### src/rtl/core/amsd_pkg.sv
// ----------------------------------------------------------------------------
// amsd_pkg: shared types and constants of the magnitude step detector
// Field widths, register indexes, reset values and the beat types that
// travel between the squaring unit, the square root unit and the top level.
// ----------------------------------------------------------------------------
package amsd_pkg;

   localparam int AXIS_W      = 14;  // sample, offset and absolute difference width
   localparam int SUM_W       = 30;  // sum of three squares
   localparam int MAG_W       = 15;  // magnitude and smoothed magnitude
   localparam int COUNT_W     = 16;  // wrapping step count
   localparam int THRESH_W    = 15;
   localparam int CSR_DATA_W  = 15;
   localparam int CSR_INDEX_W = 3;

   localparam logic [THRESH_W-1:0] STEP_THRESHOLD_RESET   = 15'd2500;
   localparam logic [THRESH_W-1:0] CHANGE_THRESHOLD_RESET = 15'd750;
   // Largest reachable magnitude: floor of the root of three full-scale squares.
   localparam logic [MAG_W-1:0]    MAG_MAX                = 15'd28376;

   typedef enum logic [CSR_INDEX_W-1:0] {
      CSR_X_OFFSET         = 3'd0,
      CSR_Y_OFFSET         = 3'd1,
      CSR_Z_OFFSET         = 3'd2,
      CSR_STEP_THRESHOLD   = 3'd3,
      CSR_CHANGE_THRESHOLD = 3'd4
   } csr_index_type;

   typedef logic [AXIS_W-1:0] axis_mag_type;

   // Absolute axis differences on their way into the squaring unit.
   typedef struct packed {
      logic                   valid;
      axis_mag_type [2:0]     mag;
   } operand_beat_type;

   // Sum of squares on its way into the square root unit.
   typedef struct packed {
      logic                   valid;
      logic [SUM_W-1:0]       sum;
   } sum_beat_type;

   // Vector magnitude on its way into the detector.
   typedef struct packed {
      logic                   valid;
      logic [MAG_W-1:0]       root;
   } mag_beat_type;

endpackage

### src/rtl/core/amsd_sqsum.sv
// ----------------------------------------------------------------------------
// amsd_sqsum: digit-serial sum of three squares
// Each axis magnitude multiplies itself two bits per cycle: the multiplier
// shifts right, the multiplicand shifts left, and the three partial products
// add into one accumulator. The result is held until the next unit takes it.
// ----------------------------------------------------------------------------
module amsd_sqsum (
   input  logic                        clock,
   input  logic                        reset,
   input  amsd_pkg::operand_beat_type  op_in,
   output logic                        op_ready,
   output amsd_pkg::sum_beat_type      sum_out,
   input  logic                        sum_ready
);
   import amsd_pkg::*;

   localparam int DIGITS = (AXIS_W + 1) / 2;
   localparam int CNT_W  = $clog2(DIGITS);
   localparam logic [CNT_W-1:0] LAST_DIGIT = CNT_W'(DIGITS - 1);

   typedef enum logic [1:0] {
      S_IDLE,
      S_BUSY,
      S_DONE
   } state_type;

   state_type                     state_ff;
   logic [CNT_W-1:0]              cnt_ff;
   logic [2:0][AXIS_W-1:0]        mplier_ff;
   logic [2:0][SUM_W-1:0]         mcand_ff;
   logic [SUM_W-1:0]              acc_ff;

   logic [2:0][SUM_W-1:0]         term;
   logic [SUM_W-1:0]              acc_in;

   always_comb begin
      for (int k = 0; k < 3; k++) begin
         unique case (mplier_ff[k][1:0])
            2'd0:    term[k] = '0;
            2'd1:    term[k] = mcand_ff[k];
            2'd2:    term[k] = mcand_ff[k] << 1;
            default: term[k] = mcand_ff[k] + (mcand_ff[k] << 1);
         endcase
      end
   end

   assign acc_in = acc_ff + term[0] + term[1] + term[2];

   always_ff @(posedge clock) begin
      if (reset) begin
         state_ff <= S_IDLE;
      end else begin
         unique case (state_ff)
            S_IDLE: begin
               if (op_in.valid) begin
                  for (int k = 0; k < 3; k++) begin
                     mplier_ff[k] <= op_in.mag[k];
                     mcand_ff[k]  <= SUM_W'(op_in.mag[k]);
                  end
                  acc_ff   <= '0;
                  cnt_ff   <= '0;
                  state_ff <= S_BUSY;
               end
            end
            S_BUSY: begin
               acc_ff <= acc_in;
               for (int k = 0; k < 3; k++) begin
                  mplier_ff[k] <= mplier_ff[k] >> 2;
                  mcand_ff[k]  <= mcand_ff[k] << 2;
               end
               cnt_ff <= cnt_ff + 1'b1;
               if (cnt_ff == LAST_DIGIT) begin
                  state_ff <= S_DONE;
               end
            end
            S_DONE: begin
               if (sum_ready) begin
                  state_ff <= S_IDLE;
               end
            end
            default: state_ff <= S_IDLE;
         endcase
      end
   end

   assign op_ready      = (state_ff == S_IDLE);
   assign sum_out.valid = (state_ff == S_DONE);
   assign sum_out.sum   = acc_ff;

   // All multiplier digits must be used up once the sum is offered.
   a_digits_consumed: assert property (@(posedge clock) disable iff (reset)
      (state_ff == S_DONE) |-> (mplier_ff == '0))
      else $error("squarer finished with multiplier digits left");

   a_count_bound: assert property (@(posedge clock) disable iff (reset)
      (state_ff == S_BUSY) |-> (cnt_ff <= LAST_DIGIT))
      else $error("squarer digit count ran past the last digit");

endmodule

### src/rtl/core/amsd_isqrt.sv
// ----------------------------------------------------------------------------
// amsd_isqrt: digit-serial floor square root
// Restoring method: two radicand bits enter the partial remainder each cycle
// and one root bit is decided by a single trial subtraction.
// ----------------------------------------------------------------------------
module amsd_isqrt (
   input  logic                    clock,
   input  logic                    reset,
   input  amsd_pkg::sum_beat_type  sum_in,
   output logic                    sum_ready,
   output amsd_pkg::mag_beat_type  mag_out,
   input  logic                    mag_ready
);
   import amsd_pkg::*;

   localparam int CNT_W = $clog2(MAG_W);
   localparam int REM_W = MAG_W + 2;
   localparam logic [CNT_W-1:0] LAST_DIGIT = CNT_W'(MAG_W - 1);

   typedef enum logic [1:0] {
      S_IDLE,
      S_BUSY,
      S_DONE
   } state_type;

   state_type            state_ff;
   logic [CNT_W-1:0]     cnt_ff;
   logic [SUM_W-1:0]     rad_ff;
   logic [REM_W-1:0]     rem_ff;
   logic [MAG_W-1:0]     root_ff;

   logic [REM_W+1:0]     rem_shift;
   logic [REM_W+1:0]     trial;
   logic [REM_W+1:0]     rem_diff;
   logic                 take;
   logic [REM_W-1:0]     rem_in;
   logic [MAG_W-1:0]     root_in;

   assign rem_shift = {rem_ff, rad_ff[SUM_W-1 -: 2]};
   assign trial     = (REM_W + 2)'({root_ff, 2'b01});
   assign rem_diff  = rem_shift - trial;
   assign take      = (rem_shift >= trial);
   assign rem_in    = take ? rem_diff[REM_W-1:0] : rem_shift[REM_W-1:0];
   assign root_in   = {root_ff[MAG_W-2:0], take};

   always_ff @(posedge clock) begin
      if (reset) begin
         state_ff <= S_IDLE;
      end else begin
         unique case (state_ff)
            S_IDLE: begin
               if (sum_in.valid) begin
                  rad_ff   <= sum_in.sum;
                  rem_ff   <= '0;
                  root_ff  <= '0;
                  cnt_ff   <= '0;
                  state_ff <= S_BUSY;
               end
            end
            S_BUSY: begin
               rad_ff  <= rad_ff << 2;
               rem_ff  <= rem_in;
               root_ff <= root_in;
               cnt_ff  <= cnt_ff + 1'b1;
               if (cnt_ff == LAST_DIGIT) begin
                  state_ff <= S_DONE;
               end
            end
            S_DONE: begin
               if (mag_ready) begin
                  state_ff <= S_IDLE;
               end
            end
            default: state_ff <= S_IDLE;
         endcase
      end
   end

   assign sum_ready     = (state_ff == S_IDLE);
   assign mag_out.valid = (state_ff == S_DONE);
   assign mag_out.root  = root_ff;

   // The partial remainder never exceeds twice the partial root.
   a_rem_bound: assert property (@(posedge clock) disable iff (reset)
      (state_ff == S_BUSY) |-> (rem_ff <= REM_W'({root_ff, 1'b0})))
      else $error("square root remainder out of bound");

   a_rad_consumed: assert property (@(posedge clock) disable iff (reset)
      (state_ff == S_DONE) |-> (rad_ff == '0))
      else $error("square root finished with radicand bits left");

endmodule

### src/rtl/core/accel_magnitude_step_detector.sv
// ----------------------------------------------------------------------------
// accel_magnitude_step_detector: accelerometer step counter
// Offset-corrected vector magnitude, two-sample smoothing and a threshold
// detector with re-arm on a large change of the smoothed magnitude.
// ----------------------------------------------------------------------------
// Usage:
//   The req channel takes one beat per 3-axis sample; the rsp channel returns
//   exactly one beat per sample, in order, with the step count after that
//   sample, the smoothed magnitude and a flag that this sample counted a step.
//   The csr port writes offsets and thresholds; write it only while no sample
//   is in flight.
//   A sample passes from req acceptance through the squaring unit, the square
//   root unit and the rsp register to rsp_valid. The square root unit, one
//   root bit per cycle for 15 bits, sets the sustained rate; the squaring unit
//   (two multiplier bits a cycle) works on the next sample meanwhile.
//   Reset clears the offsets, loads the default thresholds, clears the step
//   count, the stored magnitude and average and the armed flag, and empties
//   all stages.
//   When the receiver stalls, the result waits in the rsp register, the root
//   unit holds its finished magnitude, and req_ready, low while the squaring
//   unit works, stays low once it also holds a finished sum.
// ----------------------------------------------------------------------------
module accel_magnitude_step_detector (
   input  logic                                clock,
   input  logic                                reset,
   input  logic                                req_valid,
   output logic                                req_ready,
   input  logic signed [amsd_pkg::AXIS_W-1:0]  req_sample_x,
   input  logic signed [amsd_pkg::AXIS_W-1:0]  req_sample_y,
   input  logic signed [amsd_pkg::AXIS_W-1:0]  req_sample_z,
   output logic                                rsp_valid,
   input  logic                                rsp_ready,
   output logic [amsd_pkg::COUNT_W-1:0]        rsp_step_count,
   output logic [amsd_pkg::MAG_W-1:0]          rsp_smoothed_magnitude,
   output logic                                rsp_step_seen,
   input  logic                                csr_wr_en,
   input  logic [amsd_pkg::CSR_INDEX_W-1:0]    csr_index,
   input  logic [amsd_pkg::CSR_DATA_W-1:0]     csr_wdata
);
   import amsd_pkg::*;

   logic signed [AXIS_W-1:0]  x_off_ff;
   logic signed [AXIS_W-1:0]  y_off_ff;
   logic signed [AXIS_W-1:0]  z_off_ff;
   logic [THRESH_W-1:0]       step_thr_ff;
   logic [THRESH_W-1:0]       chg_thr_ff;

   logic [MAG_W-1:0]          prev_mag_ff;
   logic [MAG_W-1:0]          prev_avg_ff;
   logic                      armed_ff;
   logic [COUNT_W-1:0]        steps_ff;

   logic                      rsp_valid_ff;
   logic [COUNT_W-1:0]        rsp_count_ff;
   logic [MAG_W-1:0]          rsp_avg_ff;
   logic                      rsp_seen_ff;

   operand_beat_type          op_beat;
   logic                      op_ready;
   sum_beat_type              sum_beat;
   logic                      sum_ready;
   mag_beat_type              mag_beat;
   logic                      load_out;

   logic [MAG_W:0]            avg_sum;
   logic [MAG_W-1:0]          avg_in;
   logic [MAG_W-1:0]          change_in;
   logic                      seen_in;
   logic [COUNT_W-1:0]        steps_in;
   logic                      armed_in;

   // The difference spans -16383..16383, so its magnitude fits the axis width.
   function automatic axis_mag_type abs_diff(logic signed [AXIS_W-1:0] s,
                                             logic signed [AXIS_W-1:0] o);
      logic signed [AXIS_W:0] d;
      logic        [AXIS_W:0] a;
      d = {s[AXIS_W-1], s} - {o[AXIS_W-1], o};
      a = d[AXIS_W] ? (~d + 1'b1) : d;
      return a[AXIS_W-1:0];
   endfunction

   assign op_beat.valid  = req_valid;
   assign op_beat.mag[0] = abs_diff(req_sample_x, x_off_ff);
   assign op_beat.mag[1] = abs_diff(req_sample_y, y_off_ff);
   assign op_beat.mag[2] = abs_diff(req_sample_z, z_off_ff);
   assign req_ready      = op_ready;

   amsd_sqsum u_sqsum (
      .clock     (clock),
      .reset     (reset),
      .op_in     (op_beat),
      .op_ready  (op_ready),
      .sum_out   (sum_beat),
      .sum_ready (sum_ready)
   );

   amsd_isqrt u_isqrt (
      .clock     (clock),
      .reset     (reset),
      .sum_in    (sum_beat),
      .sum_ready (sum_ready),
      .mag_out   (mag_beat),
      .mag_ready (load_out)
   );

   // Detector update happens only when the result register is free or is being emptied by rsp_ready.
   assign load_out = mag_beat.valid && (!rsp_valid_ff || rsp_ready);

   assign avg_sum   = {1'b0, mag_beat.root} + {1'b0, prev_mag_ff};
   assign avg_in    = avg_sum[MAG_W:1];
   assign change_in = (avg_in >= prev_avg_ff) ? (avg_in - prev_avg_ff)
                                              : (prev_avg_ff - avg_in);
   assign seen_in   = (avg_in > step_thr_ff) && !armed_ff;
   assign steps_in  = seen_in ? (steps_ff + 1'b1) : steps_ff;
   // A sample that arms the detector can disarm it again at once.
   assign armed_in  = (armed_ff || seen_in) && !(change_in > chg_thr_ff);

   always_ff @(posedge clock) begin
      if (reset) begin
         x_off_ff     <= '0;
         y_off_ff     <= '0;
         z_off_ff     <= '0;
         step_thr_ff  <= STEP_THRESHOLD_RESET;
         chg_thr_ff   <= CHANGE_THRESHOLD_RESET;
         prev_mag_ff  <= '0;
         prev_avg_ff  <= '0;
         armed_ff     <= 1'b0;
         steps_ff     <= '0;
         rsp_valid_ff <= 1'b0;
      end else begin
         if (csr_wr_en) begin
            unique case (csr_index)
               CSR_X_OFFSET:         x_off_ff    <= csr_wdata[AXIS_W-1:0];
               CSR_Y_OFFSET:         y_off_ff    <= csr_wdata[AXIS_W-1:0];
               CSR_Z_OFFSET:         z_off_ff    <= csr_wdata[AXIS_W-1:0];
               CSR_STEP_THRESHOLD:   step_thr_ff <= csr_wdata[THRESH_W-1:0];
               CSR_CHANGE_THRESHOLD: chg_thr_ff  <= csr_wdata[THRESH_W-1:0];
               default: ;
            endcase
         end
         if (load_out) begin
            prev_mag_ff  <= mag_beat.root;
            prev_avg_ff  <= avg_in;
            armed_ff     <= armed_in;
            steps_ff     <= steps_in;
            rsp_count_ff <= steps_in;
            rsp_avg_ff   <= avg_in;
            rsp_seen_ff  <= seen_in;
            rsp_valid_ff <= 1'b1;
         end else if (rsp_ready) begin
            rsp_valid_ff <= 1'b0;
         end
      end
   end

   assign rsp_valid              = rsp_valid_ff;
   assign rsp_step_count         = rsp_count_ff;
   assign rsp_smoothed_magnitude = rsp_avg_ff;
   assign rsp_step_seen          = rsp_seen_ff;

   // The step flag marks exactly the beats on which the count moved.
   a_seen_matches_count: assert property (@(posedge clock) disable iff (reset)
      load_out |=> (rsp_step_seen == (rsp_step_count != $past(steps_ff))))
      else $error("step flag disagrees with step count");

   a_arm_needs_step: assert property (@(posedge clock) disable iff (reset)
      $rose(armed_ff) |-> $past(load_out && seen_in))
      else $error("detector armed without counting a step");

   a_avg_range: assert property (@(posedge clock) disable iff (reset)
      rsp_valid |-> (rsp_smoothed_magnitude <= MAG_MAX))
      else $error("smoothed magnitude above reachable maximum");

endmodule

### config.mk
export PLATFORM = sky130hd
export DESIGN_NAME = accel_magnitude_step_detector
export DESIGN_NICKNAME = d
export VERILOG_FILES = /design/src/rtl/core/amsd_pkg.sv /design/src/rtl/core/amsd_sqsum.sv /design/src/rtl/core/amsd_isqrt.sv /design/src/rtl/core/accel_magnitude_step_detector.sv
export SDC_FILE = /design/constraint.sdc
export NUM_CORES = 1
export LEC_CHECK = 0
export ABC_AREA = 1
export BUFFER_PORTS_ARGS = -buffer_cell sky130_fd_sc_hd__buf_2
export CAP_MARGIN = 20
export CELL_PAD_IN_SITES_DETAIL_PLACEMENT = 1
export CELL_PAD_IN_SITES_GLOBAL_PLACEMENT = 1
export CORE_AREA = 3 3 262 264
export CTS_BUF_LIST = sky130_fd_sc_hd__clkbuf_8 sky130_fd_sc_hd__clkbuf_16
export DETAILED_ROUTE_END_ITERATION = 8
export DIE_AREA = 0 0 265 267
export HOLD_SLACK_MARGIN = 0.08
export PLACE_DENSITY_LB_ADDON = 0.1
export SLEW_MARGIN = 20
export SYNTH_ARGS = -nofsm -noshare
export SYNTH_HDL_FRONTEND = slang
export SYNTH_HIERARCHICAL = 1
export SYNTH_SLANG_ARGS = --single-unit
### constraint.sdc
create_clock -name clock -period 13.1 [get_ports clock]
set_clock_uncertainty 0.05 [all_clocks]
set_input_delay 3.93 -clock clock [delete_from_list [all_inputs] [get_ports clock]]
set_output_delay 3.93 -clock clock [all_outputs]
set_load 0.01 [all_outputs]
==> flow_results.xml <==
<?xml version="1.0" encoding="UTF-8"?>
<metrics>
  <group name="run_status">
    <metric name="status" unit="">complete, no violations</metric>
  </group>
  <group name="yosys">
    <metric name="yosys_most_used_dff" unit="">edfxtp_1</metric>
    <metric name="synth-edff-count" unit="">263</metric>
    <metric name="yosys-top-cells-area" unit="">edfxtp_1 25%, nand2_1 12%, ha_1 10%, inv_1 8.9%, dfxtp_1 7.8%</metric>
    <metric name="postSynth.asyncResetShare" unit="">0</metric>
    <metric name="post_syn_nets" unit="">4723</metric>
    <metric name="synth-seq-cells" unit="">387</metric>
    <metric name="synth_area_leader_cell" unit="">edfxtp_1</metric>
    <metric name="synthesis.area_per_instance" unit="sq um">7.34</metric>
    <metric name="commonest_cells_in_the_netlist" unit="">1056 x nand2_1, 753 x inv_1, 358 x nor2_1</metric>
    <metric name="yosys.cell_count.top_type" unit="">nand2_1</metric>
    <metric name="netlist_area" unit="sq um">31800</metric>
    <metric name="synth_largest_type_area_fraction" unit="">0.248</metric>
    <metric name="synth_cell_types" unit="">71</metric>
    <metric name="synth-warning-count" unit="">6</metric>
    <metric name="yosysSeqAreaShare" unit="">0.326</metric>
    <metric name="post_synth_inst_count" unit="">4337</metric>
  </group>
  <group name="global_routing">
    <metric name="groute.usage.overall" unit="">0.282</metric>
    <metric name="overflow" unit="">0</metric>
    <metric name="grt_pass1_wl" unit="microns">160000</metric>
    <metric name="first_global_vias" unit="">30100</metric>
    <metric name="pin_count_of_the_biggest_net_entering_global_routing" unit="">86</metric>
    <metric name="antenna_violations_before_repair" unit="">9</metric>
  </group>
  <group name="place">
    <metric name="dpl.hpwl" unit="microns">76600</metric>
    <metric name="port-buffer-count" unit="">98</metric>
    <metric name="weighted_congestion_at_the_end_of_routability_driven_global_placement" unit="">0.900</metric>
    <metric name="place_worst_setup_slack" unit="ns">6.54</metric>
  </group>
  <group name="floorplanning">
    <metric name="die_area" unit="sq um">70800</metric>
    <metric name="coreArea" unit="sq um">66800</metric>
    <metric name="dieWidth" unit="microns">265</metric>
    <metric name="num_io_pins" unit="">99</metric>
    <metric name="floorplan.initialDensity" unit="">0.476</metric>
    <metric name="chipHeight" unit="microns">267</metric>
    <metric name="std_cell_rows" unit="">95</metric>
  </group>
  <group name="sta">
    <metric name="max_freq" unit="GHz">0.162</metric>
    <metric name="final.period_utilization" unit="">0.472</metric>
    <metric name="setup_repair_after_global_routing_missed_its_margin" unit="">no</metric>
    <metric name="final.setup.tns" unit="ns">0</metric>
    <metric name="number_of_setup_violations_in_the_final_report" unit="">0</metric>
    <metric name="drv_slew" unit="">0</metric>
    <metric name="final_hold_viol_count" unit="">0</metric>
    <metric name="worst_slew_pin_slew" unit="ns">0.912</metric>
    <metric name="slew_margin_rel" unit="">0.392</metric>
    <metric name="period_minus_slack" unit="ns">6.18</metric>
    <metric name="postLayoutSetupSlackWorst" unit="ns">6.92</metric>
  </group>
  <group name="setup_path">
    <metric name="start_kind" unit="">register</metric>
    <metric name="r2r_end" unit="">u_sqsum/acc_ff[20]$_SDFFCE_PN0P_</metric>
    <metric name="flop2flop_setup_slack" unit="ns">6.92</metric>
    <metric name="worst_reg_to_reg_path_cell_count" unit="">20</metric>
    <metric name="worstSetupPathType" unit="">register to register</metric>
    <metric name="critical-path-max-stage-delay" unit="ns">0.78</metric>
    <metric name="crit_slowest_cell" unit="">clkinv_1</metric>
    <metric name="critical_path.cell_chain" unit="">nor2_1 -&gt; clkinv_1 -&gt; o22ai_1 -&gt; o21ai_0 -&gt; fa_1 -&gt; inv_1 -&gt; fa_1 -&gt; ha_1 -&gt; a21oi_1 -&gt; nand2_1 -&gt; nand2_1 -&gt; nand2_1 -&gt; a21oi_2 -&gt; o21ai_2 -&gt; a21boi_0 -&gt; o21ai_1 -&gt; nand2_1 -&gt; nand2_1 -&gt; o21ai_0 -&gt; a21oi_1</metric>
    <metric name="endpoint_kind" unit="">register</metric>
    <metric name="worstPathMaxFanout" unit="">17</metric>
    <metric name="cp-startpoint" unit="">u_sqsum/mplier_ff[1]$_DFFE_PP_</metric>
    <metric name="crit_path_frequent_cell" unit="">nand2_1</metric>
    <metric name="critPathRequiredTime" unit="ns">13.39</metric>
    <metric name="regToRegStartpoint" unit="">u_sqsum/mplier_ff[1]$_DFFE_PP_</metric>
    <metric name="worst-endpoint-arrival" unit="ns">6.47</metric>
    <metric name="timing.critical_path.to" unit="">u_sqsum/acc_ff[20]$_SDFFCE_PN0P_</metric>
  </group>
  <group name="detailed_routing">
    <metric name="wirelength_met1" unit="microns">43800</metric>
    <metric name="detailroute.wirelength.met2" unit="microns">48000</metric>
    <metric name="dr_wl_met3" unit="microns">4390</metric>
    <metric name="overall_via_count_from_detail_route" unit="">28800</metric>
    <metric name="drt-wirelength-per-cell" unit="microns">18.8</metric>
    <metric name="number_of_drc_markers_in_iteration_0" unit="">1547</metric>
    <metric name="via_per_inst" unit="">5.42</metric>
    <metric name="highest_layer" unit="">met5</metric>
    <metric name="dr.pass1.iters" unit="">5</metric>
    <metric name="remaining_drc_errors" unit="">0</metric>
    <metric name="antenna_left" unit="">0</metric>
    <metric name="wirelength" unit="microns">99800</metric>
  </group>
  <group name="power">
    <metric name="pwr-share-seq" unit="">0.292</metric>
    <metric name="power_frac_comb" unit="">0.437</metric>
    <metric name="swShare" unit="">0.414</metric>
    <metric name="power.leakage" unit="nW">16.8</metric>
    <metric name="netSwitchingPower" unit="W">0.00214</metric>
    <metric name="power.density_cell_area" unit="nW/um^2">148</metric>
    <metric name="power_report.internal_total" unit="W">0.00302</metric>
    <metric name="clockPowerShare" unit="">0.271</metric>
    <metric name="vdd.ir_drop.worst" unit="mV">0.0963</metric>
  </group>
  <group name="run">
    <metric name="max_cap_viol_count" unit="">0</metric>
  </group>
  <group name="clock_network">
    <metric name="clock_sink_count" unit="">387</metric>
    <metric name="clock_tree.htree_level_count" unit="">2</metric>
    <metric name="clockRootBuffer" unit="">clkbuf_16</metric>
    <metric name="clk_path_buf_depth" unit="">3</metric>
    <metric name="post_cts_resize_count" unit="">0</metric>
    <metric name="tritoncts" unit="">yes</metric>
    <metric name="cts_setup_buffers" unit="">0</metric>
    <metric name="clkLatencyLatePin" unit="ns">0.61</metric>
    <metric name="cts-buffers-inserted" unit="">47</metric>
    <metric name="hold_buffers" unit="">0</metric>
    <metric name="path_clk_slew" unit="ns">0.06</metric>
  </group>
  <group name="cells_and_area">
    <metric name="layout-drive-gt1-share" unit="">0.0755</metric>
    <metric name="design.final.nets" unit="">4786</metric>
    <metric name="seq_area" unit="sq um">10400</metric>
    <metric name="multiInputGateArea" unit="sq um">18100</metric>
    <metric name="area_growth_syn_to_layout" unit="%">9.15</metric>
    <metric name="nFillCells" unit="">8528</metric>
  </group>
  <group name="worst_hold_path">
    <metric name="hold_path_class" unit="">register to register</metric>
  </group>
</metrics>
-- worst max-delay path, delay by kind of cell (launching register included) --
kind	cells	cell delay, ns
AOI/OAI and AO/OA	9	2.00
adders and majority gates	3	1.43
and+or+nand+nor	6	1.02
DFF	1	0.58
buffers and inverters	2	0.84
-- layout by cell type (no fill, tap or decap), types with 32 or more instances in the layout --
| cell | netlist | routed |
|---|---|---|
| nand2_1 | 1056 | 1054 |
| inv_1 | 753 | 755 |
| nor2_1 | 358 | 354 |
| a21oi_1 | 327 | 327 |
| o21ai_0 | 283 | 283 |
| edfxtp_1 | 263 | 263 |
| ha_1 | 254 | 254 |
| nand3_1 | 175 | 175 |
| dfxtp_1 | 124 | 124 |
| buf_2 | 9 | 98 |
| xor2_1 | 92 | 92 |
| fa_1 | 67 | 67 |
| clkbuf_16 | 0 | 47 |
| o22ai_1 | 47 | 47 |
| o221ai_1 | 39 | 39 |
| nand2_2 | 35 | 37 |
| nand4_1 | 32 | 32 |
| nor3_1 | 32 | 32 |
-- kinds of logic after synthesis --
kind of cell	Yosys count	synth area share
AND/OR/NAND/NOR	1763	0.231
buffers and inverters	873	0.107
AO/OA/AOI/OAI	864	0.157
flip-flops	387	0.326
adder cells (fa/ha/maj)	321	0.142
XOR/XNOR	128	0.0367
multiplexers	1	0.000315
-- area by class of cell --
class,count,share of cell area
Tap cell,873,0.0315
Inverter,772,0.0837
Clock inverter,38,0.0121
Antenna cell,2,0.000144
Timing Repair Buffer,115,0.0186
Sequential cell,387,0.299
Clock buffer,49,0.0347
Multi-Input combinational cell,3077,0.520
-- layer usage --
metal,up-vias,GRT usage
met1,13900,0.354
met5,-,0
met3,169,0.0420
met2,444,0.496
met4,10,0.0988
li1,14300,-
-- sequential cells by signal, summed over array words and instances (netlist names), 2 cells and up --
register and cells:
u_sqsum/state_ff 2, u_sqsum/mcand_ff 90, u_isqrt/rem_ff 17, y_off_ff 14
u_isqrt/rad_ff 30, prev_mag_ff 15, prev_avg_ff 15, x_off_ff 14
steps_ff 16, rsp_smoothed_magnitude 15, u_sqsum/cnt_ff 3, u_isqrt/root_ff 15
z_off_ff 14, step_thr_ff 15, u_isqrt/cnt_ff 4, u_sqsum/acc_ff 30
u_isqrt/state_ff 2, rsp_step_count 16, chg_thr_ff 15, u_sqsum/mplier_ff 42
-- worst min path at each step --
stage                              start                   endpoint  slack [ns]  cells after the start
6_report        x_off_ff[4]$_SDFFE_PP0P_   x_off_ff[4]$_SDFFE_PP0P_        0.41                      2
5_1_grt            armed_ff$_SDFFE_PP0P_      armed_ff$_SDFFE_PP0P_        0.43                      2
3_3_place_gp    x_off_ff[4]$_SDFFE_PP0P_   x_off_ff[4]$_SDFFE_PP0P_        0.40                      2
4_1_cts         x_off_ff[4]$_SDFFE_PP0P_   x_off_ff[4]$_SDFFE_PP0P_        0.41                      2
2_1_floorplan  x_off_ff[10]$_SDFFE_PP0P_  x_off_ff[10]$_SDFFE_PP0P_        0.38                      2
3_5_place_dp    x_off_ff[4]$_SDFFE_PP0P_   x_off_ff[4]$_SDFFE_PP0P_        0.40                      2
-- power by group through the flow --
stage               logic (W)  registers (W)  clock network (W)
floorplan             0.00166        0.00151                  0
global placement      0.00216        0.00152                  0
detailed placement    0.00223        0.00153                  0
CTS                   0.00225        0.00150            0.00143
global route          0.00257        0.00151            0.00148
finish                0.00225        0.00150            0.00140
-- metrics by stage --
stage | hold slack [ns] | power, W | instance area (sq um) | instances | util
finish | 0.406 | 0.00515 | 34700 | 5313 | 0.520
global placement | 0.397 | 0.00368 | 33100 | 5222 | 0.495
detailed placement | 0.403 | 0.00375 | 33100 | 5222 | 0.495
global route | 0.433 | 0.00556 | 34700 | 5311 | 0.520
CTS | 0.411 | 0.00519 | 34700 | 5309 | 0.519
floorplan | 0.383 | 0.00317 | 31800 | 4337 | -
No activity file was read; power rests on OpenSTA's default activity.
